--- src/rtl/core/cps_pkg.sv ---
// types, decode tables and reciprocal constants for the charge pileup subtraction core
// no dependencies; used by cps_decode, cps_decay, cps_scale and the top level
package cps_pkg;

   localparam int CHARGE_W = 19;

   typedef logic [CHARGE_W-1:0] charge_type;

   typedef struct packed {
      logic valid;
      logic ready;
   } ctl_type;

   typedef struct packed {
      charge_type q_earlier;
      charge_type q_current;
      logic [2:0] ndiv;
   } decode_data_type;

   typedef struct packed {
      charge_type q_current;
      charge_type decayed;
   } decay_data_type;

   typedef enum logic [1:0] {
      REG_FALL_TIME = 2'd0,
      REG_PEDESTAL  = 2'd1,
      REG_THRESHOLD = 2'd2
   } reg_index_type;

   localparam logic [5:0] FIRST_BIN [4] = '{6'd0, 6'd16, 6'd36, 6'd57};

   localparam charge_type EDGE_TAB [16] = '{
      19'd0,     19'd34,    19'd158,   19'd419,
      19'd517,   19'd915,   19'd1910,  19'd3990,
      19'd4780,  19'd7960,  19'd15900, 19'd32600,
      19'd38900, 19'd64300, 19'd128000, 19'd261000
   };

   localparam logic [13:0] SENS_TAB [16] = '{
      14'd3,    14'd6,    14'd12,   14'd25,
      14'd25,   14'd50,   14'd99,   14'd198,
      14'd198,  14'd397,  14'd794,  14'd1587,
      14'd1587, 14'd3174, 14'd6349, 14'd12700
   };

   localparam int DECAY_SHIFT = 26;
   localparam int DECAY_RECIP_W = 25;
   localparam int MAX_DECAY = 4;

   // ceil(2^26 / 3^n) for n = 1..4
   localparam logic [DECAY_RECIP_W-1:0] DECAY_RECIP [4] = '{
      25'(((2**DECAY_SHIFT) + 3 - 1) / 3),
      25'(((2**DECAY_SHIFT) + 9 - 1) / 9),
      25'(((2**DECAY_SHIFT) + 27 - 1) / 27),
      25'(((2**DECAY_SHIFT) + 81 - 1) / 81)
   };

   localparam int SCALED_W = 14;
   localparam int SCALE_PRESHIFT = 5;
   localparam int SCALE_SHIFT = 17;
   localparam int SCALE_RECIP_W = 15;
   // ceil(2^17 / 5), applied after dividing by 32
   localparam logic [SCALE_RECIP_W-1:0] SCALE_RECIP = 15'(((2**SCALE_SHIFT) + 5 - 1) / 5);

   function automatic charge_type decode_charge(input logic [7:0] code);
      logic [1:0]  rng;
      logic [5:0]  man;
      logic [1:0]  sub;
      logic [3:0]  k;
      logic [5:0]  off;
      logic [13:0] sens;
      rng  = code[7:6];
      man  = code[5:0];
      sub  = 2'(man > 6'd16) + 2'(man > 6'd36) + 2'(man > 6'd57);
      k    = {rng, sub};
      off  = man - FIRST_BIN[sub];
      sens = SENS_TAB[k];
      return EDGE_TAB[k] + (CHARGE_W'(off) * CHARGE_W'(sens))
         + CHARGE_W'(sens >> 1) - CHARGE_W'(1);
   endfunction

endpackage

--- src/rtl/core/cps_decode.sv ---
// stage 1: decodes both adc codes into charge and derives the decay count
// depends on cps_pkg
module cps_decode (
   input  logic                      clock,
   input  logic                      reset,
   input  logic                      in_valid,
   input  logic [13:0]               earlier_word,
   input  logic [13:0]               current_word,
   input  logic                      data_ready,
   input  logic [5:0]                fall_time,
   output cps_pkg::ctl_type          ctl_out,
   output cps_pkg::decode_data_type  data_out
);

   cps_pkg::ctl_type         ctl_ff, ctl_in;
   cps_pkg::decode_data_type data_ff, data_in;

   logic [5:0]        ft;
   logic signed [9:0] gap;
   logic signed [9:0] ft1, ft2, ft3, ft4, ft5;
   logic              neg, ge2, ge3, ge4, ge5;

   always_comb begin
      ft  = (fall_time == 6'd0) ? 6'd1 : fall_time;
      gap = 10'sd50 + signed'({4'b0, earlier_word[5:0]})
            - signed'({4'b0, current_word[5:0]});
      ft1 = signed'({4'b0, ft});
      ft2 = ft1 + ft1;
      ft3 = ft2 + ft1;
      ft4 = ft2 + ft2;
      ft5 = ft4 + ft1;
      neg = (gap + ft1) <= 10'sd0;
      ge2 = gap >= ft2;
      ge3 = gap >= ft3;
      ge4 = gap >= ft4;
      ge5 = gap >= ft5;

      ctl_in.valid = in_valid;
      ctl_in.ready = data_ready;
      data_in.q_earlier = cps_pkg::decode_charge(earlier_word[13:6]);
      data_in.q_current = cps_pkg::decode_charge(current_word[13:6]);
      data_in.ndiv = neg ? 3'(cps_pkg::MAX_DECAY)
                         : 3'(ge2) + 3'(ge3) + 3'(ge4) + 3'(ge5);
   end

   always_ff @(posedge clock) begin
      if (reset) begin
         ctl_ff <= '0;
      end else begin
         ctl_ff <= ctl_in;
      end
   end

   always_ff @(posedge clock) begin
      data_ff <= data_in;
   end

   assign ctl_out  = ctl_ff;
   assign data_out = data_ff;

endmodule

--- src/rtl/core/cps_decay.sv ---
// stage 2: divides the earlier charge by 3 per decay length with one reciprocal multiply
// depends on cps_pkg
module cps_decay (
   input  logic                      clock,
   input  logic                      reset,
   input  cps_pkg::ctl_type          ctl_in_word,
   input  cps_pkg::decode_data_type  data_in_word,
   output cps_pkg::ctl_type          ctl_out,
   output cps_pkg::decay_data_type   data_out
);

   localparam int PROD_W = cps_pkg::CHARGE_W + cps_pkg::DECAY_RECIP_W;

   cps_pkg::ctl_type        ctl_ff;
   cps_pkg::decay_data_type data_ff, data_in;

   logic [1:0]        recip_idx;
   logic [PROD_W-1:0] prod;

   always_comb begin
      recip_idx = 2'(data_in_word.ndiv - 3'd1);
      prod = PROD_W'(data_in_word.q_earlier)
             * PROD_W'(cps_pkg::DECAY_RECIP[recip_idx]);
      data_in.q_current = data_in_word.q_current;
      data_in.decayed = (data_in_word.ndiv == 3'd0)
                        ? data_in_word.q_earlier
                        : cps_pkg::CHARGE_W'(prod >> cps_pkg::DECAY_SHIFT);
   end

   always_ff @(posedge clock) begin
      if (reset) begin
         ctl_ff <= '0;
      end else begin
         ctl_ff <= ctl_in_word;
      end
   end

   always_ff @(posedge clock) begin
      data_ff <= data_in;
   end

   assign ctl_out  = ctl_ff;
   assign data_out = data_ff;

endmodule

--- src/rtl/core/cps_scale.sv ---
// stages 3 and 4: pedestal and pileup subtraction, scaling by 1/160, hit flag
// depends on cps_pkg
module cps_scale (
   input  logic                     clock,
   input  logic                     reset,
   input  cps_pkg::ctl_type         ctl_in_word,
   input  cps_pkg::decay_data_type  data_in_word,
   input  logic [9:0]               pedestal_offset,
   input  logic [11:0]              flag_threshold,
   output logic                     out_valid,
   output logic [11:0]              pulse_amplitude,
   output logic                     hit_flag,
   output logic                     ready_out
);

   localparam int DIFF_W = cps_pkg::CHARGE_W + 2;
   localparam int PROD_W = cps_pkg::SCALED_W + cps_pkg::SCALE_RECIP_W;

   cps_pkg::ctl_type              ctl3_ff;
   logic [cps_pkg::SCALED_W-1:0]  scaled_ff, scaled_in;
   logic signed [DIFF_W-1:0]      diff;

   logic                          valid_ff;
   logic                          ready_ff;
   logic [11:0]                   amp_ff, amp_in;
   logic                          flag_ff, flag_in;
   logic [PROD_W-1:0]             prod;
   logic [11:0]                   amp_raw;

   always_comb begin
      diff = signed'({2'b0, data_in_word.q_current})
             - signed'({2'b0, data_in_word.decayed})
             - signed'(DIFF_W'(pedestal_offset));
      scaled_in = (diff > DIFF_W'(0))
                  ? cps_pkg::SCALED_W'(diff >>> cps_pkg::SCALE_PRESHIFT)
                  : '0;
   end

   always_comb begin
      prod    = PROD_W'(scaled_ff) * PROD_W'(cps_pkg::SCALE_RECIP);
      amp_raw = 12'(prod >> cps_pkg::SCALE_SHIFT);
      amp_in  = ctl3_ff.ready ? amp_raw : 12'd0;
      flag_in = ctl3_ff.ready && (amp_raw >= flag_threshold);
   end

   always_ff @(posedge clock) begin
      if (reset) begin
         ctl3_ff  <= '0;
         valid_ff <= 1'b0;
         ready_ff <= 1'b0;
      end else begin
         ctl3_ff  <= ctl_in_word;
         valid_ff <= ctl3_ff.valid;
         ready_ff <= ctl3_ff.ready;
      end
   end

   always_ff @(posedge clock) begin
      scaled_ff <= scaled_in;
      amp_ff    <= amp_in;
      flag_ff   <= flag_in;
   end

   assign out_valid       = valid_ff;
   assign pulse_amplitude = amp_ff;
   assign hit_flag        = flag_ff;
   assign ready_out       = ready_ff;

endmodule

--- src/rtl/core/adc_charge_pileup_subtract_core.sv ---
// top level of the charge pileup subtraction core: csr registers and pipeline
// depends on cps_pkg, cps_decode, cps_decay, cps_scale
//
// Usage:
//   req channel: drive req_earlier_word, req_current_word and req_data_ready
//   with start high; the word is taken at the edge where start is high and busy
//   is low. busy is only high during reset, so one word can enter every cycle.
//   rsp channel: rsp_valid marks one cycle holding rsp_pulse_amplitude,
//   rsp_hit_flag and rsp_ready_out; the receiver cannot stall, so results are
//   never held back.
//   Pipeline: each word passes through the decode, decay multiply, subtract and
//   reciprocal scale registers in that order, one result per word.
//   Throughput: 1 word per cycle, set by the four-stage pipeline.
//   csr port: csr_wr_en with csr_index and csr_wdata writes fall_time (0),
//   pedestal_offset (1) or flag_threshold (2); other indexes are ignored.
//   Write only while the pipeline is empty.
//   Reset: synchronous; clears the pipeline valid bits and loads fall_time 2,
//   pedestal_offset 36 and flag_threshold 10.
module adc_charge_pileup_subtract_core (
   input  logic        clock,
   input  logic        reset,
   input  logic        start,
   output logic        busy,
   input  logic [13:0] req_earlier_word,
   input  logic [13:0] req_current_word,
   input  logic        req_data_ready,
   output logic        rsp_valid,
   output logic [11:0] rsp_pulse_amplitude,
   output logic        rsp_hit_flag,
   output logic        rsp_ready_out,
   input  logic        csr_wr_en,
   input  logic [1:0]  csr_index,
   input  logic [11:0] csr_wdata
);

   logic [5:0]  fall_time_ff;
   logic [9:0]  pedestal_ff;
   logic [11:0] threshold_ff;

   cps_pkg::ctl_type         dec_ctl;
   cps_pkg::decode_data_type dec_data;
   cps_pkg::ctl_type         dcy_ctl;
   cps_pkg::decay_data_type  dcy_data;

   always_ff @(posedge clock) begin
      if (reset) begin
         fall_time_ff <= 6'd2;
         pedestal_ff  <= 10'd36;
         threshold_ff <= 12'd10;
      end else if (csr_wr_en) begin
         case (csr_index)
            cps_pkg::REG_FALL_TIME: fall_time_ff <= csr_wdata[5:0];
            cps_pkg::REG_PEDESTAL:  pedestal_ff  <= csr_wdata[9:0];
            cps_pkg::REG_THRESHOLD: threshold_ff <= csr_wdata;
            default: ;
         endcase
      end
   end

   assign busy = reset;

   cps_decode u_decode (
      .clock        (clock),
      .reset        (reset),
      .in_valid     (start && !busy),
      .earlier_word (req_earlier_word),
      .current_word (req_current_word),
      .data_ready   (req_data_ready),
      .fall_time    (fall_time_ff),
      .ctl_out      (dec_ctl),
      .data_out     (dec_data)
   );

   cps_decay u_decay (
      .clock        (clock),
      .reset        (reset),
      .ctl_in_word  (dec_ctl),
      .data_in_word (dec_data),
      .ctl_out      (dcy_ctl),
      .data_out     (dcy_data)
   );

   cps_scale u_scale (
      .clock           (clock),
      .reset           (reset),
      .ctl_in_word     (dcy_ctl),
      .data_in_word    (dcy_data),
      .pedestal_offset (pedestal_ff),
      .flag_threshold  (threshold_ff),
      .out_valid       (rsp_valid),
      .pulse_amplitude (rsp_pulse_amplitude),
      .hit_flag        (rsp_hit_flag),
      .ready_out       (rsp_ready_out)
   );

endmodule

--- config.mk ---
export PLATFORM = sky130hd
export DESIGN_NAME = adc_charge_pileup_subtract_core
export DESIGN_NICKNAME = d
export VERILOG_FILES = /design/src/rtl/core/cps_pkg.sv /design/src/rtl/core/cps_decode.sv /design/src/rtl/core/cps_decay.sv /design/src/rtl/core/cps_scale.sv /design/src/rtl/core/adc_charge_pileup_subtract_core.sv
export SDC_FILE = /design/constraint.sdc
export NUM_CORES = 2
export LEC_CHECK = 0
export BUFFER_PORTS_ARGS = -buffer_cell sky130_fd_sc_hd__buf_2
export CAP_MARGIN = 25
export CORE_ASPECT_RATIO = 1.5
export CORE_MARGIN = 2
export CORE_UTILIZATION = 65
export CTS_CLUSTER_SIZE = 30
export DETAILED_ROUTE_END_ITERATION = 10
export PLACE_DENSITY = 0.82
export SLEW_MARGIN = 10
export SYNTH_ARGS = -nofsm -noshare
export SYNTH_HDL_FRONTEND = slang
export SYNTH_SLANG_ARGS = --single-unit
export TNS_END_PERCENT = 10
--- constraint.sdc ---
create_clock -name clock -period 17.5 [get_ports clock]
set_clock_uncertainty 0.15 [all_clocks]
set_input_delay 1.75 -clock clock [delete_from_list [all_inputs] [get_ports clock]]
set_output_delay 1.75 -clock clock [all_outputs]
set_load 0.02 [all_outputs]
# == Word level (Yosys, flattened, before mapping) ==
# Memories as Yosys holds them, arrays and structs flattened.
# Cells that the tools add are included.
# word_totals
ff_bits,142
latch_bits,0
mem_bits_rw,0
rom_bits,1056
output_inout_bits,16
wordCells,106
n_memories,4
# memory_table
name,depth,word_bits,read_ports,rd_ports_with_merged_regs,write_ports,line_no,text
(name not given),16,19,1,0,0,cps_pkg.sv:79,return EDGE_TAB[k] + (CHARGE_W'(off) * CHARGE_W'(sens))
(name not given),16,19,1,0,0,cps_pkg.sv:79,
(name not given),16,14,1,0,0,cps_pkg.sv:78,sens = SENS_TAB[k];
(name not given),16,14,1,0,0,cps_pkg.sv:78,
# op_classes
n_addsub,25
mul,4
n_div,0
n_lt_le_gt_ge,18
n_eq_ne,2
shifts,0
mux,19
bitwise_logic,5
n_reduce_logical,9
# op_table
op,count
$mux 19,4
$mux 14,4
$bmux 25 s2,1
$mux 25,2
$mul 19x25->44,1
$ge 10x10->1,4
$add 19x13->19,2
$add 19x19->19,2
$mul 6x14->19,2
$sub 19x1->19 const B,2
$add 10x7->10,3
$mux 6,5
$mul 14x15->29 const B,1
$bmux 6 s2,2
$gt 6x6->1 const B,4
$gt 21x1->1 const B,1
$sub 21x11->21,1
$sub 19x19->20,1
$mux 18,1
$ge 12x12->1,1
$gt 6x5->1 const B,2
$sub 6x6->6,2
$add 10x10->10,1
$ge 5x5->1 const B,2
other kinds (19),31

# == Longest topological paths before layout ==
# logic_depth
ltp_word,12
depth_mapped,30
depth_no_buf,28

# == Hierarchy ==
# A second synthesis with hierarchy kept.
# hier_totals
hier_cells,3771
hier_area_um2,32804.0
# by_module_without_submodules
module,n_inst,cells_each,area_per_inst_um2,seq_area_each_um2
cps_decay,1,1614,14302.5,800.8
cps_decode,1,1374,11289.6,860.8
cps_scale,1,668,6028.3,620.6
adc_charge_pileup_subtract_core,1,115,1183.6,560.5

# == Worst setup path after synthesis ==
# OpenSTA, ideal clock, no wires.
# synth_timing
path_type,input-to-reg
start,input port req_earlier_word[7]
end,"register u_decode.data_ff, in the netlist u_decode.data_out[40]"
arrival_time_ns,8.233
required_ns,17.278
setup_slack_ns,9.045
stages,28
cell_sequence,o41ai_1 -> nand2b_1 -> fa_1 -> clkbuf_1 -> inv_1 -> ha_1 -> inv_1 -> ha_1 -> a21oi_1 -> xnor2_1 -> clkbuf_1 -> nor2_1 -> fa_1 -> fa_1 -> fa_1 -> inv_1 -> fa_1 -> inv_1 -> ha_1 -> nor2b_1 -> o21ai_0 -> a21oi_1 -> o211ai_1 -> a21oi_1 -> o31ai_1 -> o2111ai_1 -> a21oi_1 -> xnor2_1
# synth_lines
element,line_no,text
start: declaration,adc_charge_pileup_subtract_core.sv:24,"input logic [13:0] req_earlier_word,"
end signal: assignment,cps_decode.sv:55,data_ff <= data_in;
end: declaration,cps_decode.sv:16,"cps_pkg::decode_data_type data_ff, data_in;"

==> flow_summary_export.csv <==
group,metric,value,unit
worst_setup_path,criticalPathCategory,"reg2reg",
layout,seq_area,2843,µm²
yosys,synth-edff-count,0,
yosys,avgSynthCellArea,9.036,µm²
worst_setup_path,cp_common_cell,"fa_1",
clocking,cts_tree,"yes",
layout,final_area,32670,µm²
detailed_routing,ant_nets,0,
worst_setup_path,setup.worst_path.end_class,"register",
yosys,yosysSeqAreaShare,9.098,%
clocking,clk_latency,0.44,ns
place,port_buffers,62,
grt,grt_pass1_wl,121.7,mm
detailed_routing,drt-wirelength-per-cell,17.69,µm
sta,fmax,113.9,MHz
clocking,cts.sinks,142,
grt,antenna_found_initial,0,
sta,hold_slack,0.1750,ns
floorplan,io_pins,63,
worst_setup_path,cp_max_fo,30,
worst_setup_path,slowest_stage,"a311oi_1",
sta,rsz0062_at_grt,"false",
grt,track_usage,30.93,%
yosys,yosysWarnings,0,
grt,grt-ovfl-total,0,
sta,post-route-period-util,50.18,%
worst_setup_path,start_kind,"register",
worst_setup_path,cp_top_family,"adder cells",
worst_hold_path,worstHoldPathType,"reg2reg",
floorplan,core_area,47580,µm²
job,max_cap_violations,0,
layout,antenna_cells,0,
clocking,htree_num_levels,4,
worst_setup_path,crit_required,17.71,ns
clocking,clk_pin_slew,0.07,ns
detailed_routing,avgViaCountPerCell,5.645,
floorplan,die_height,272.5,µm
sta,worst_slew_pin_slew,1.082,ns
worst_setup_path,cp.arrival,8.99,ns
floorplan,placementRows,98,
layout,num-fill-cells,3649,
yosys,synthCells,3458,
clocking,root_buffer,"clkbuf_16",
detailed_routing,drc_errors,0,
place,dp_hpwl,62.38,mm
sta,setup_viol,0,
layout,layout_common_cells,"836 x inv_1, 541 x fa_1, 492 x ha_1",
yosys,synthSimpleGateAreaFrac,12.94,%
grt,grt_pass1_vias,24880,
detailed_routing,first_pass_iters,9,
yosys,synth_xor_area_share,3.195,%
yosys,netlist_area,31250,µm²
sta,hold_viol,0,
clocking,cts_resized,0,
detailed_routing,via_count,23080,
clocking,post_cts_buffers,0,
layout,nets,4555,
sta,slew_viol_final,0,
worst_setup_path,crit_path_max_incr_delay,0.87,ns
detailed_routing,initialDrtViolationCount,1284,
grt,grt_max_degree,38,
yosys,yosysUniqueCellTypes,76,
yosys,synth-adder-area-share,54.36,%
layout,multi_input_area,24940,µm²
sta,slew_headroom,27.38,%
floorplan,initial_core_util,65.68,%
sta,finalCriticalPeriod,8.782,ns
yosys,synth_top_family_by_area,"adder cells",
yosys,synthArstFlopShare,0,%
worst_setup_path,crit_buf_inv,6,
yosys,synth-seq-cells,142,
sta,final.setup.tns,0,ns
layout,layout-drive-gt1-share,4.759,%
yosys,netlist.area_leader.share,34.66,%
floorplan,dieArea,49880,µm²
layout,layout.cells.most_common,"inv_1",
detailed_routing,wl,72.33,mm
place,gp_congestion,1.018,
clocking,ctsHoldBuffers,0,
yosys,ys_top_cells_by_area,"fa_1 35%, ha_1 20%, inv_1 10%, dfxtp_1 9.1%, nor2_1 2.6%",
yosys,synth_top_flop_cell,"dfxtp_1",
clocking,numCtsBuffers,17,
yosys,synth_mux_area_share,0.9570,%
clocking,cts_buffer_depth,2,
status,status,"completed",
layout,area_growth,4.541,%
yosys,synth_area_leader_cell,"fa_1",
worst_setup_path,crit_chain,"buf_4, inv_1, ha_1, buf_4, nand2_1, fa_1, inv_1, fa_1, fa_1, fa_1, inv_1, fa_1, inv_1, fa_1, ha_1, nand4_1, nor2_1, nand2_1, a311oi_1, o21ai_0, a21oi_1, o211ai_1, and3_1, o31ai_1",
place,post_dp_cell_area,32110,µm²
yosys,synth-compound-area-share,8.297,%
floorplan,die_w,183.0,µm
final timing paths:
kind / slack (ns) / cells past startpoint / endpoint / startpoint
setup reg to reg: 8.72 / 24 / u_decay.data_out[17] / u_decode.data_out[0]
hold reg to reg: 0.17 / 0 / u_decay.data_out[34] / u_decode.data_out[18]
setup / recovery: 8.72 / 24 / u_decay.data_out[17] / u_decode.data_out[0]
hold / removal: 0.17 / 0 / u_decay.data_out[34] / u_decode.data_out[18]
cell families (layout without fill, tap and decap cells):
logic type,after synthesis,after routing
and+or+nand+nor,821,821
buffers and inverters,923,949
adders and majority gates,1033,1033
DFF,142,142
other,2,6
muxes,24,24
xor gates and xnor gates,114,114
AOI/OAI and AO/OA,399,399
through the flow:
step                      instances  util (%)  worst slack [ns]
after global routing           4088     68.66             8.251
after detailed placement       4055     67.49             8.092
after floorplan                3462         -             9.045
after global placement         4054     67.48             8.328
after CTS                      4087     68.64             8.543
final                          4088     68.66             8.718
routing by layer:
| metal | global-route usage (%) | up-vias | routed length [µm] |
|---|---|---|---|
| li1 | - | 10730 | - |
| met1 | 34.45 | 11260 | 26260 |
| met2 | 56.51 | 817 | 37270 |
| met3 | 3.678 | 274 | 3661 |
| met4 | 18.29 | 0 | 5136 |
| met5 | 0 | - | 0 |
flip-flops by register name, indices dropped and copies added, names as in the netlist, 6 cells and up:
register                 flops
fall_time_ff                 6
pedestal_ff                 10
threshold_ff                12
u_decay.data_out            38
u_decode.data_out           41
u_scale.pulse_amplitude     12
u_scale.scaled_ff           14
cells in the mapped netlist, types with 71 or more instances:
cell type and number:
and2_1 87, nor2b_1 86, a21oi_1 126, o21ai_0 75, clkbuf_1 78, inv_1 836
nand2_1 209, dfxtp_1 142, xnor2_1 82, nand2b_1 71, fa_1 541, nor2_1 217
ha_1 492
area by class of cell:
cell class | instances | share of cell area (%)
Inverter | 838 | 9.630
Multi-Input combinational cell | 2397 | 76.36
Clock inverter | 12 | 0.3064
Clock buffer | 20 | 1.367
Tap cell | 600 | 2.298
Sequential cell | 142 | 8.703
Timing Repair Buffer | 79 | 1.333
Power is left out: the tool's default activity adds up to more than one toggle a clock period on the data nets, which glitch-free logic cannot reach.
